`src/rtl/lmfb_pkg.sv`:
```
package lmfb_pkg;

    localparam int CH_W     = 8;
    localparam int FACTOR_W = 9;
    localparam int PIX_W    = 3 * CH_W;
    localparam int IDX_W    = 3;

    localparam logic [FACTOR_W-1:0] Q8_ONE = 9'd256;

    typedef enum logic [2:0] {
        OP_FADE       = 3'd0,
        OP_FADE_FLOOR = 3'd1,
        OP_FILL_BAR   = 3'd2,
        OP_FILL_ALL   = 3'd3,
        OP_BLEND      = 3'd4,
        OP_SHOW       = 3'd5
    } opcode_t;

    typedef enum logic [1:0] {
        ALU_FADE  = 2'd0,
        ALU_FLOOR = 2'd1,
        ALU_BLEND = 2'd2
    } alu_mode_t;

    typedef struct packed {
        alu_mode_t           mode;
        logic [FACTOR_W-1:0] factor;
        logic [CH_W-1:0]     red;
        logic [CH_W-1:0]     green;
        logic [CH_W-1:0]     blue;
    } alu_ctrl_t;

    typedef struct packed {
        logic [IDX_W-1:0] bar;
        logic [IDX_W-1:0] pixel;
        logic [CH_W-1:0]  red;
        logic [CH_W-1:0]  green;
        logic [CH_W-1:0]  blue;
        logic             last;
    } out_beat_t;

endpackage

```
`src/rtl/lmfb_store.sv`:
```
module lmfb_store
    import lmfb_pkg::*;
#(
    parameter int DEPTH = 64,
    parameter int AW    = 6
)
(
    input  logic             clk,
    input  logic             rst_n,
    input  logic             wr_en,
    input  logic [AW-1:0]    wr_addr,
    input  logic [PIX_W-1:0] wr_data,
    input  logic             rd_en,
    input  logic [AW-1:0]    rd_addr,
    output logic [PIX_W-1:0] rd_data
);

    logic [PIX_W-1:0] mem_reg [DEPTH];
    logic [PIX_W-1:0] rd_q_reg;
    logic             hit_q_reg;
    logic [DEPTH-1:0] vld_reg;

    always_ff @(posedge clk)
    begin
        if (wr_en)
        begin
            mem_reg[wr_addr] <= wr_data;
        end
        if (rd_en)
        begin
            rd_q_reg <= mem_reg[rd_addr];
        end
    end

    // unwritten entries read as black
    always_ff @(posedge clk or negedge rst_n)
    begin
        if (!rst_n)
        begin
            vld_reg   <= '0;
            hit_q_reg <= 1'b0;
        end
        else
        begin
            if (wr_en)
            begin
                vld_reg[wr_addr] <= 1'b1;
            end
            if (rd_en)
            begin
                hit_q_reg <= vld_reg[rd_addr];
            end
        end
    end

    assign rd_data = hit_q_reg ? rd_q_reg : '0;

endmodule

```
`src/rtl/lmfb_alu.sv`:
```
module lmfb_alu
    import lmfb_pkg::*;
(
    input  alu_ctrl_t        ctrl,
    input  logic [PIX_W-1:0] pix_old,
    output logic [PIX_W-1:0] pix_new
);

    function automatic logic [CH_W-1:0] calc_ch(
        input alu_mode_t           mode,
        input logic [FACTOR_W-1:0] f,
        input logic [CH_W-1:0]     c,
        input logic [CH_W-1:0]     col
    );
        logic [16:0]         prod;
        logic [16:0]         mix;
        logic [FACTOR_W-1:0] inv;
        logic [CH_W-1:0]     scaled;
        logic [CH_W-1:0]     res;
        begin
            prod   = 17'(c) * 17'(f);
            inv    = Q8_ONE - f;
            mix    = 17'(c) * 17'(inv) + 17'(col) * 17'(f);
            scaled = prod[15:8];
            unique case (mode)
                ALU_FADE:  res = scaled;
                ALU_FLOOR: res = (scaled < col) ? col : scaled;
                ALU_BLEND: res = mix[15:8];
                default:   res = scaled;
            endcase
            calc_ch = res;
        end
    endfunction

    always_comb
    begin
        pix_new[23:16] = calc_ch(ctrl.mode, ctrl.factor, pix_old[23:16], ctrl.red);
        pix_new[15:8]  = calc_ch(ctrl.mode, ctrl.factor, pix_old[15:8], ctrl.green);
        pix_new[7:0]   = calc_ch(ctrl.mode, ctrl.factor, pix_old[7:0], ctrl.blue);
    end

endmodule

```
`src/rtl/lmfb_out_buf.sv`:
```
module lmfb_out_buf
    import lmfb_pkg::*;
(
    input  logic       clk,
    input  logic       rst_n,
    input  logic       push,
    input  out_beat_t  push_beat,
    input  logic       pop,
    output out_beat_t  head,
    output logic       head_valid,
    output logic [1:0] level
);

    out_beat_t  slot_reg [2];
    logic       wr_ptr_reg;
    logic       wr_ptr_next;
    logic       rd_ptr_reg;
    logic       rd_ptr_next;
    logic [1:0] level_reg;
    logic [1:0] level_next;

    always_ff @(posedge clk)
    begin
        if (push)
        begin
            slot_reg[wr_ptr_reg] <= push_beat;
        end
    end

    always_comb
    begin
        wr_ptr_next = push ? ~wr_ptr_reg : wr_ptr_reg;
        rd_ptr_next = pop ? ~rd_ptr_reg : rd_ptr_reg;
        level_next  = level_reg + 2'(push) - 2'(pop);
    end

    always_ff @(posedge clk or negedge rst_n)
    begin
        if (!rst_n)
        begin
            wr_ptr_reg <= 1'b0;
            rd_ptr_reg <= 1'b0;
            level_reg  <= 2'd0;
        end
        else
        begin
            wr_ptr_reg <= wr_ptr_next;
            rd_ptr_reg <= rd_ptr_next;
            level_reg  <= level_next;
        end
    end

    assign head       = slot_reg[rd_ptr_reg];
    assign head_valid = (level_reg != 2'd0);
    assign level      = level_reg;

endmodule

```
`src/rtl/led_matrix_fade_blend_engine_core.sv`:
```
// LED frame store of BARS x HEIGHT RGB pixels, black after reset, held in one
// synchronous RAM with per-entry valid bits (no clearing pass is needed).
// Fade, fade to floor and show walk the whole RAM at one read per cycle, show
// pausing its reads while the two-entry output buffer has no room. Fill all
// writes every pixel, fill bar the HEIGHT pixels of one bar, and blend pixel
// reads one pixel and writes it back, all through the single RAM port pair.
// Show beats leave through that buffer, so a new item is taken once the RAM
// walk and its drain state end, even while shown pixels wait to be taken.
module led_matrix_fade_blend_engine_core
    import lmfb_pkg::*;
#(
    parameter int BARS   = 8,
    parameter int HEIGHT = 8
)
(
    input  logic                clk,
    input  logic                rst_n,
    input  logic                in_valid,
    output logic                in_ready,
    input  logic [2:0]          opcode,
    input  logic [IDX_W-1:0]    bar_index,
    input  logic [IDX_W-1:0]    pixel_index,
    input  logic [FACTOR_W-1:0] factor_q8,
    input  logic [CH_W-1:0]     red_value,
    input  logic [CH_W-1:0]     green_value,
    input  logic [CH_W-1:0]     blue_value,
    output logic                out_valid,
    input  logic                out_ready,
    output logic [IDX_W-1:0]    out_bar,
    output logic [IDX_W-1:0]    out_pixel,
    output logic [CH_W-1:0]     out_red,
    output logic [CH_W-1:0]     out_green,
    output logic [CH_W-1:0]     out_blue,
    output logic                last_pixel
);

    localparam int NUM_PIX = BARS * HEIGHT;
    localparam int AW      = (NUM_PIX > 1) ? $clog2(NUM_PIX) : 1;

    typedef enum logic [3:0] {
        ST_IDLE  = 4'b0001,
        ST_FILL  = 4'b0010,
        ST_READ  = 4'b0100,
        ST_DRAIN = 4'b1000
    } state_t;

    state_t           state_reg;
    state_t           state_next;
    logic [AW-1:0]    addr_reg;
    logic [AW-1:0]    addr_next;
    logic [AW-1:0]    last_reg;
    logic [AW-1:0]    last_next;
    logic             show_reg;
    logic             show_next;
    alu_ctrl_t        ctrl_reg;
    alu_ctrl_t        ctrl_next;
    logic [IDX_W-1:0] bar_cnt_reg;
    logic [IDX_W-1:0] bar_cnt_next;
    logic [IDX_W-1:0] pix_cnt_reg;
    logic [IDX_W-1:0] pix_cnt_next;
    logic             pend_reg;
    logic             pend_next;
    logic [AW-1:0]    pend_addr_reg;
    logic [AW-1:0]    pend_addr_next;
    logic [IDX_W-1:0] pend_bar_reg;
    logic [IDX_W-1:0] pend_bar_next;
    logic [IDX_W-1:0] pend_pix_reg;
    logic [IDX_W-1:0] pend_pix_next;
    logic             pend_last_reg;
    logic             pend_last_next;

    logic                issue;
    logic                space_ok;
    logic [2:0]          occ;
    logic                pop;
    logic [1:0]          buf_level;
    logic                bar_ok;
    logic                pix_ok;
    logic [6:0]          bar_base;
    logic [6:0]          pix_lin;
    logic [6:0]          bar_end;
    logic [FACTOR_W-1:0] f_clamp;

    logic             wr_en;
    logic [AW-1:0]    wr_addr;
    logic [PIX_W-1:0] wr_data;
    logic [PIX_W-1:0] rd_data;
    logic [PIX_W-1:0] alu_out;
    out_beat_t        push_beat;
    out_beat_t        head;

    lmfb_store #(
        .DEPTH (NUM_PIX),
        .AW    (AW)
    ) u_store (
        .clk     (clk),
        .rst_n   (rst_n),
        .wr_en   (wr_en),
        .wr_addr (wr_addr),
        .wr_data (wr_data),
        .rd_en   (issue),
        .rd_addr (addr_reg),
        .rd_data (rd_data)
    );

    lmfb_alu u_alu (
        .ctrl    (ctrl_reg),
        .pix_old (rd_data),
        .pix_new (alu_out)
    );

    lmfb_out_buf u_out_buf (
        .clk        (clk),
        .rst_n      (rst_n),
        .push       (pend_reg & show_reg),
        .push_beat  (push_beat),
        .pop        (pop),
        .head       (head),
        .head_valid (out_valid),
        .level      (buf_level)
    );

    assign pop      = out_valid & out_ready;
    assign in_ready = (state_reg == ST_IDLE);
    assign occ      = 3'(buf_level) + 3'(pend_reg) - 3'(pop);
    assign space_ok = (occ < 3'd2);
    assign issue    = (state_reg == ST_READ) && (!show_reg || space_ok);

    assign bar_ok   = ({1'b0, bar_index} < 4'(BARS));
    assign pix_ok   = ({1'b0, pixel_index} < 4'(HEIGHT));
    assign bar_base = 7'(bar_index) * 7'(HEIGHT);
    assign pix_lin  = bar_base + 7'(pixel_index);
    assign bar_end  = bar_base + 7'(HEIGHT - 1);
    assign f_clamp  = (factor_q8 > Q8_ONE) ? Q8_ONE : factor_q8;

    assign push_beat.bar   = pend_bar_reg;
    assign push_beat.pixel = pend_pix_reg;
    assign push_beat.red   = rd_data[23:16];
    assign push_beat.green = rd_data[15:8];
    assign push_beat.blue  = rd_data[7:0];
    assign push_beat.last  = pend_last_reg;

    always_comb
    begin
        if (state_reg == ST_FILL)
        begin
            wr_en   = 1'b1;
            wr_addr = addr_reg;
            wr_data = {ctrl_reg.red, ctrl_reg.green, ctrl_reg.blue};
        end
        else
        begin
            wr_en   = pend_reg & ~show_reg;
            wr_addr = pend_addr_reg;
            wr_data = alu_out;
        end
    end

    always_comb
    begin
        state_next     = state_reg;
        addr_next      = addr_reg;
        last_next      = last_reg;
        show_next      = show_reg;
        ctrl_next      = ctrl_reg;
        bar_cnt_next   = bar_cnt_reg;
        pix_cnt_next   = pix_cnt_reg;
        pend_next      = issue;
        pend_addr_next = addr_reg;
        pend_bar_next  = bar_cnt_reg;
        pend_pix_next  = pix_cnt_reg;
        pend_last_next = (addr_reg == last_reg);

        unique case (state_reg)
            ST_IDLE:
            begin
                if (in_valid)
                begin
                    ctrl_next.factor = f_clamp;
                    ctrl_next.red    = red_value;
                    ctrl_next.green  = green_value;
                    ctrl_next.blue   = blue_value;
                    ctrl_next.mode   = ALU_FADE;
                    show_next        = 1'b0;
                    addr_next        = '0;
                    last_next        = AW'(NUM_PIX - 1);
                    bar_cnt_next     = '0;
                    pix_cnt_next     = '0;
                    unique case (opcode_t'(opcode))
                        OP_FADE:
                        begin
                            state_next = ST_READ;
                        end
                        OP_FADE_FLOOR:
                        begin
                            ctrl_next.mode = ALU_FLOOR;
                            state_next     = ST_READ;
                        end
                        OP_FILL_BAR:
                        begin
                            addr_next = AW'(bar_base);
                            last_next = AW'(bar_end);
                            if (bar_ok)
                            begin
                                state_next = ST_FILL;
                            end
                        end
                        OP_FILL_ALL:
                        begin
                            state_next = ST_FILL;
                        end
                        OP_BLEND:
                        begin
                            ctrl_next.mode = ALU_BLEND;
                            addr_next      = AW'(pix_lin);
                            last_next      = AW'(pix_lin);
                            if (bar_ok && pix_ok)
                            begin
                                state_next = ST_READ;
                            end
                        end
                        OP_SHOW:
                        begin
                            show_next  = 1'b1;
                            state_next = ST_READ;
                        end
                        default:
                        begin
                            state_next = ST_IDLE;
                        end
                    endcase
                end
            end
            ST_FILL:
            begin
                addr_next = addr_reg + AW'(1);
                if (addr_reg == last_reg)
                begin
                    state_next = ST_IDLE;
                end
            end
            ST_READ:
            begin
                if (issue)
                begin
                    addr_next = addr_reg + AW'(1);
                    if (pix_cnt_reg == IDX_W'(HEIGHT - 1))
                    begin
                        pix_cnt_next = '0;
                        bar_cnt_next = bar_cnt_reg + IDX_W'(1);
                    end
                    else
                    begin
                        pix_cnt_next = pix_cnt_reg + IDX_W'(1);
                    end
                    if (addr_reg == last_reg)
                    begin
                        state_next = ST_DRAIN;
                    end
                end
            end
            ST_DRAIN:
            begin
                state_next = ST_IDLE;
            end
            default:
            begin
                state_next = ST_IDLE;
            end
        endcase
    end

    always_ff @(posedge clk or negedge rst_n)
    begin
        if (!rst_n)
        begin
            state_reg <= ST_IDLE;
            pend_reg  <= 1'b0;
            show_reg  <= 1'b0;
        end
        else
        begin
            state_reg <= state_next;
            pend_reg  <= pend_next;
            show_reg  <= show_next;
        end
    end

    always_ff @(posedge clk)
    begin
        addr_reg      <= addr_next;
        last_reg      <= last_next;
        ctrl_reg      <= ctrl_next;
        bar_cnt_reg   <= bar_cnt_next;
        pix_cnt_reg   <= pix_cnt_next;
        pend_addr_reg <= pend_addr_next;
        pend_bar_reg  <= pend_bar_next;
        pend_pix_reg  <= pend_pix_next;
        pend_last_reg <= pend_last_next;
    end

    assign out_bar    = head.bar;
    assign out_pixel  = head.pixel;
    assign out_red    = head.red;
    assign out_green  = head.green;
    assign out_blue   = head.blue;
    assign last_pixel = head.last;

endmodule

```
`config.mk`:
```
export PLATFORM = sky130hd
export DESIGN_NAME = led_matrix_fade_blend_engine_core
export DESIGN_NICKNAME = d
export VERILOG_FILES = /design/src/rtl/lmfb_pkg.sv /design/src/rtl/lmfb_store.sv /design/src/rtl/lmfb_alu.sv /design/src/rtl/lmfb_out_buf.sv /design/src/rtl/led_matrix_fade_blend_engine_core.sv
export SDC_FILE = /design/constraint.sdc
export NUM_CORES = 2
export LEC_CHECK = 0
export BUFFER_PORTS_ARGS = -buffer_cell sky130_fd_sc_hd__buf_2
export CAP_MARGIN = 5
export CORE_ASPECT_RATIO = 0.8
export CORE_MARGIN = 4
export CORE_UTILIZATION = 55
export DETAILED_ROUTE_END_ITERATION = 10
export PLACE_DENSITY = 0.68
export RECOVER_POWER = 25
export SYNTH_ARGS = -nofsm -noshare
export SYNTH_HDL_FRONTEND = slang
export SYNTH_SLANG_ARGS = --single-unit
```
`constraint.sdc`:
```
create_clock -name clk -period 14.38 [get_ports clk]
set_input_delay 1.438 -clock clk [delete_from_list [all_inputs] [get_ports clk]]
set_output_delay 1.438 -clock clk [all_outputs]
set_load 0.005 [all_outputs]
```
* Word-level counts from Yosys, hierarchy flattened
Memories as Yosys holds them, arrays and structs flattened. A register that Yosys moved wholly into a read port is not among the register bits.
Cells that the tools add are included.
** Word-level totals
- Bits in registers :: 141
- RAM bits :: 1598
- Input port bits :: 46
- Output and inout bits :: 33
- Word-level logic and storage cells :: 130
- Memories kept :: 2
** Memories
- u_store.mem_reg :: depth 64, width 24, rd ports 1, clocked after memory_dff 1, wr ports 1, line lmfb_store.sv:18 : logic [PIX_W-1:0] mem_reg [DEPTH];
- u_out_buf.slot_reg :: depth 2, width 31, rd ports 1, clocked after memory_dff 0, wr ports 1, line lmfb_out_buf.sv:14 : out_beat_t slot_reg [2];
** Cells by class
- Add/sub/neg operators :: 13
- $mul :: 9
- Magnitude comparators :: 8
- Equality and inequality tests :: 17
- Multiplexer cells :: 38
- Bitwise gates (word level) :: 7
- Reduce and logical (&&, ||, !) cells :: 15
** Operators by type and width (number)
- multiplier 8 x 9 -> 16 bit :: 9
- bitwise OR 64 bit :: 1
- adder 16 bit :: 3
- 2-to-1 mux 24 bit :: 2
- one-hot mux 8 bit (2 select lines) :: 3
- < comparator 8 bit :: 3
- 2-to-1 mux 8 bit :: 3
- one-hot mux 6 bit (2 select lines) :: 2
- 2-to-1 mux 6 bit :: 3
- one-hot mux 3 bit (2 select lines) :: 3
- one-hot mux 6 bit (3 select lines) :: 1
- 2-to-1 mux 4 bit :: 4
- 2-to-1 mux 3 bit :: 5
- < comparator 6 x 7 -> 1 bit, second input constant :: 2
- one-hot mux 4 bit (3 select lines) :: 1
- == test 3 bit, second input constant :: 3
- greater-than comparator 9 bit, second input constant :: 1
- subtractor 9 bit, first input constant :: 1
- 2-to-1 mux 1 bit :: 8
- inequality test 2 bit, second input constant :: 4
- AND reduction 4 bit :: 2
- adder 3 x 1 -> 3 bit, second input constant :: 2
- adder 6 x 1 -> 6 bit, second input constant :: 1
- adder 6 x 3 -> 6 bit :: 1
- 31 further kinds :: 39

* Logic depth before layout (Yosys ltp)
- Depth after elaboration :: 8
- Gate-level depth with buffers :: 30
- Gate-level depth less buffers :: 28

* Hierarchy
Synthesis repeated with hierarchy kept, for this count alone.
** Second synthesis, totals
- Cells, all modules :: 5512
- Area, all modules :: 88403.5 um^2
** By module, submodules not included
- lmfb_store :: times used 1, cells each 2730, area an instance 61547.8 um^2, seq. area each 48471.5 um^2
- lmfb_alu :: times used 1, cells each 2463, area an instance 21170.3 um^2, seq. area each 0.0 um^2
- led_matrix_fade_blend_engine_core :: times used 1, cells each 208, area an instance 3101.7 um^2, seq. area each 2003.2 um^2
- lmfb_out_buf :: times used 1, cells each 111, area an instance 2583.7 um^2, seq. area each 1961.9 um^2

* Worst setup path after synthesis
No wires, ideal clock.
- Path type :: reg-to-reg
- From :: reg ctrl_reg[24] in the netlist's numbering
- To :: mem u_store.mem_reg[0][20] in the netlist's numbering, data pin
- Library setup time :: 1009 ps
- Data arrival time :: 10244 ps
- Required time :: 13371 ps
- Path slack :: 3128 ps
- Stages on the path, launching flop included :: 22
- Path buffers :: 3
- Clock period less this slack :: 11252 ps
- Path through :: edfxtp_1 > buf_2 > inv_1 > buf_1 > ha_1 > nor3b_1 > xnor2_1 > clkbuf_1 > nand2_1 > fa_1 > fa_1 > fa_1 > inv_1 > fa_1 > fa_1 > fa_1 > ha_1 > a211oi_1 > o211a_1 > o21a_1 > o211ai_1 > o311ai_0
** Between the ends
- Longest elaborated chain between the ends :: 5
- Elaborated cells on any way between the ends :: 9
- Those cells by class :: 2 x add/sub; 3 x mul; 1 x order compare; 3 x mux
** Ends and longest elaborated chain
- start: declaration :: line led_matrix_fade_blend_engine_core.sv:55 : alu_ctrl_t ctrl_reg;
- start signal: assignment :: line led_matrix_fade_blend_engine_core.sv:293 : ctrl_reg <= ctrl_next;
- subtractor 9 bit or multiplier 8 x 9 -> 16 bit (tied branches) :: line lmfb_alu.sv:22, lmfb_alu.sv:21
- multiplier 8 x 9 -> 16 bit or < comparator 8 bit (tied branches) :: line lmfb_alu.sv:23, lmfb_alu.sv:27
- adder 16 bit or 2-to-1 mux 8 bit (tied branches) :: line lmfb_alu.sv:23, lmfb_alu.sv:27
- one-hot mux 8 bit (2 select lines) * :: line lmfb_alu.sv:25 : unique case (mode)
- 2-to-1 mux 24 bit * :: line led_matrix_fade_blend_engine_core.sv:145 : if (state_reg == ST_FILL)
- via u_store.wr_data[20] :: line lmfb_store.sv:12 : input logic [PIX_W-1:0] wr_data,
- end: declaration :: line lmfb_store.sv:18
Mark *: on every way through the listed nets, which the timed path passes. The rest lies on a longest branch.

* Worst setup path after layout
- From :: reg addr_reg[1]
- To :: mem u_store.mem_reg[26][7] in the netlist's numbering, enable pin
** Between the ends
- Longest elaborated chain between the ends :: 1
** Ends and longest elaborated chain
- start: declaration :: line led_matrix_fade_blend_engine_core.sv:49 : logic [AW-1:0] addr_reg;
- start signal: assignment :: line led_matrix_fade_blend_engine_core.sv:291 : addr_reg <= addr_next;
- 2-to-1 mux 6 bit :: line led_matrix_fade_blend_engine_core.sv:145
Every way passes these cells.

==> key figures <==
Run status
  – Status: finished with violations
  – Failing checks: capacitance limit, slew limit

Critical path
  – R2R Setup Slk: 3.07 ns
  – Setup crit start kind: register
  – Reg2Reg Depth: 6
  – Setup CP Type: register to register
  – CP max-delay cell: clkbuf_1
  – Critical path launch point: addr_reg[1]
  – Reg-to-reg startpoint: addr_reg[1]
  – Endpoint class of the critical path: register
  – Max incr delay on CP: 4.83 ns
  – Required @ worst endpoint: 14.69 ns
  – Crit Reg-Reg Endpoint: u_store.mem_reg[26][7]
  – Worst Path Max Fanout: 107
  – Delay-heaviest family, CP: buffers and inverters
  – Critical path buffers and inverters: 2
  – CP cell instances: clkbuf_1 > clkbuf_1 > nand3b_1 > nand2_1 > nand2_1 > nor2_1
  – Critical Path AT: 11.62 ns

Yosys
  – #FFs+latches synth: 1763
  – Synth Area in Compound Gates: 1.480%
  – Yosys cell types: 76
  – Top cells by area, synth: edfxtp_1 57%, mux4_2 13%, fa_1 10%, ha_1 4.3%, inv_1 2.8%
  – Yosys warns: 0
  – Cell Area, Synth: 88320 µm²
  – Area leader, netlist: edfxtp_1
  – Post-synthesis adder-cell area fraction: 14.21%
  – Post-synthesis mux area share: 14.02%
  – Async set-reset flop share out of synthesis: 4.254%
  – Avg Cell Area, Syn: 16.54 µm²
  – Post-synthesis sequential area ratio: 59.37%
  – Xor/xnor cell area share of the yosys netlist: 1.061%
  – Synth Flop Type: edfxtp_1
  – Post-synth top area share: 56.95%
  – Post-synthesis simple-gate area fraction: 5.876%
  – Gate Count Post-Synth: 5341
  – Mapped Nets: 6127
  – Main combinational cell family by area after synthesis: adder cells
  – Number of synthesized flops with an enable pin: 1675

STA
  – Fin crit share: 78.65%
  – Least-Margin Pin Slew: 6.754 ns
  – Fin crit period: 11.31 ns
  – Slew HR: -350.2%
  – Final setup violation count: 0
  – FMAX: 0.08841 GHz
  – Fin Setup TNS: 0 ns
  – RSZ-0062 raised after global routing: no
  – Final hold vios: 0
  – Worst Clk Skew: 0.04301 ns
  – Fin. max-slew vios: 1300

Clocking
  – Clock Sinks: 1763
  – H-tree Lvls: 4
  – Worst skew pair latency: 0.81 ns
  – CTS buffer count: 167
  – Clock root cell: clkbuf_16
  – Clock tree from TritonCTS: built
  – CTS Hold Buffers Added: 0
  – Post-CTS Resized: 0
  – CTS max path bufs: 3
  – Postcts setup bufs: 0
  – Clock transition at path regs: 0.06 ns

Detailed routing
  – Residual DRC: 0
  – Antenna-violating nets left: 0
  – DR pass1 iterations: 6
  – DR WL/cell: 29.64 µm
  – Drt via density: 6.252
  – First DRT Iteration DRCs: 6124
  – Routed WL: 228900 µm
  – Via count: 48270

Placement
  – Routability Congestion: 0.9395
  – Port Buf Inserts: 78
  – HPWL Detailed: 143000 µm

Final layout
  – Area growth syn-to-layout: 9.899%
  – Net count, final: 6230
  – Most common cell after layout, fill and taps aside: edfxtp_1
  – Fillers: 11570
  – Max reg flops: 1536
  – Commonest non-fill, non-tap cells in the layout: 1675 x edfxtp_1, 658 x inv_1, 525 x mux4_2, 439 x fa_1, 301 x ha_1
  – Layout cells sized above 1: 19.21%

Flow run
  – Maxcap violations: 43

Global routing
  – Pin count of the biggest net entering global routing: 109
  – Remaining Overflow, GRT: 0
  – First-pass GRT wire length: 337700 µm
  – Initial antenna violation count: 18
  – Vias in the first global route: 48720
  – Global router's overall resource usage: 27.81%

Worst hold path
  – Hold EP: pend_pix_reg[2]
  – Min-delay src: pend_pix_next[2]
  – Worst Hold Class: register to register
  – Hold path cells: 0

Die
  – Core area: 159500 µm²
  – Height of the chip: 366.4 µm
  – Rows: 131
  – Chip Width: 456.0 µm
  – Die area: 167100 µm²
  – Initial Utilization: 55.38%
  – IO Count: 79
==> cells by family (layout without fill, tap and decap cells) <==
logic type,after synthesis,after routing
other,0,13
and+or+nand+nor,1055,1055
buffers and inverters,916,1155
DFF,1763,1763
muxes,575,575
xor gates and xnor gates,107,107
AOI/OAI and AO/OA,185,185
adders and majority gates,740,740
==> worst reg2reg max path, cell delays in order (launching register included) <==
cell and delay [ns]:
edfxtp_1 0.37, clkbuf_1 2.07, clkbuf_1 4.88, nand3b_1 0.25, nand2_1 0.27, nand2_1 0.37, nor2_1 2.60
==> metal layers <==
layer  vias to the layer above  global-route usage [%]  part of all wire (%)
met4                         4                   6.149                   2.1
met2                      2646                   40.03                    44
li1                      19850                       -                     -
met1                     25430                   43.89                    43
met3                       344                   6.359                    11
met5                         -                       0                 0.012
==> cell type report <==
cell class                      instances  area (µm²)  share of cell area [%]
Tap cell                             2128        2663                   2.743
Antenna cell                           13       32.53                 0.03351
Timing Repair Buffer                  185        1084                   1.116
Inverter                              665        2496                   2.572
Multi-Input combinational cell       2662       33000                   34.00
Sequential cell                      1763       52440                   54.02
Clock inverter                         95       885.9                  0.9126
Clock buffer                          210        4467                   4.602
==> how the worst max path moves through the flow <==
stage | to | slack [ns] | cells after the start
4_1_cts | u_store.mem_reg[57][9] | 4.98 | 26
6_report | u_store.mem_reg[26][7] | 3.07 | 6
3_3_place_gp | u_store.mem_reg[36][9] | 5.20 | 26
2_1_floorplan | u_store.mem_reg[0][20] | 3.13 | 21
5_1_grt | u_store.vld_reg[10] | 2.45 | 7
3_5_place_dp | u_store.mem_reg[44][9] | 5.00 | 26
==> cells in the mapped netlist (17+ instances only) <==
| master | n |
|---|---|
| edfxtp_1 | 1675 |
| inv_1 | 658 |
| mux4_2 | 525 |
| fa_1 | 439 |
| ha_1 | 301 |
| nand2_1 | 293 |
| nor2_1 | 263 |
| clkbuf_1 | 179 |
| and3_1 | 169 |
| and2_1 | 121 |
| xnor2_1 | 78 |
| dfrtp_1 | 74 |
| or2_2 | 68 |
| mux2_2 | 46 |
| buf_2 | 45 |
| a21oi_1 | 40 |
| nand3_1 | 33 |
| nor3_1 | 31 |
| o21ai_0 | 30 |
| xor2_1 | 29 |
| buf_1 | 22 |
| a21o_1 | 17 |
==> through the flow <==
step | instances | utilization, % | area [µm²] | hold WS, ns | worst slack (ns)
CTS | 7708 | 61.04 | 97350 | 0.3858 | 4.984
floorplan | 5341 | - | 88320 | 0.3427 | 3.128
global placement | 7403 | 57.69 | 92000 | 0.3636 | 5.202
detailed placement | 7403 | 57.69 | 92000 | 0.3741 | 5.000
global route | 7709 | 60.85 | 97040 | 0.3986 | 2.454
finish | 7721 | 60.86 | 97070 | 0.3855 | 3.069
Power is not shown: default switching activity piles up to over one toggle a cycle in this logic, so the estimate is an artifact.
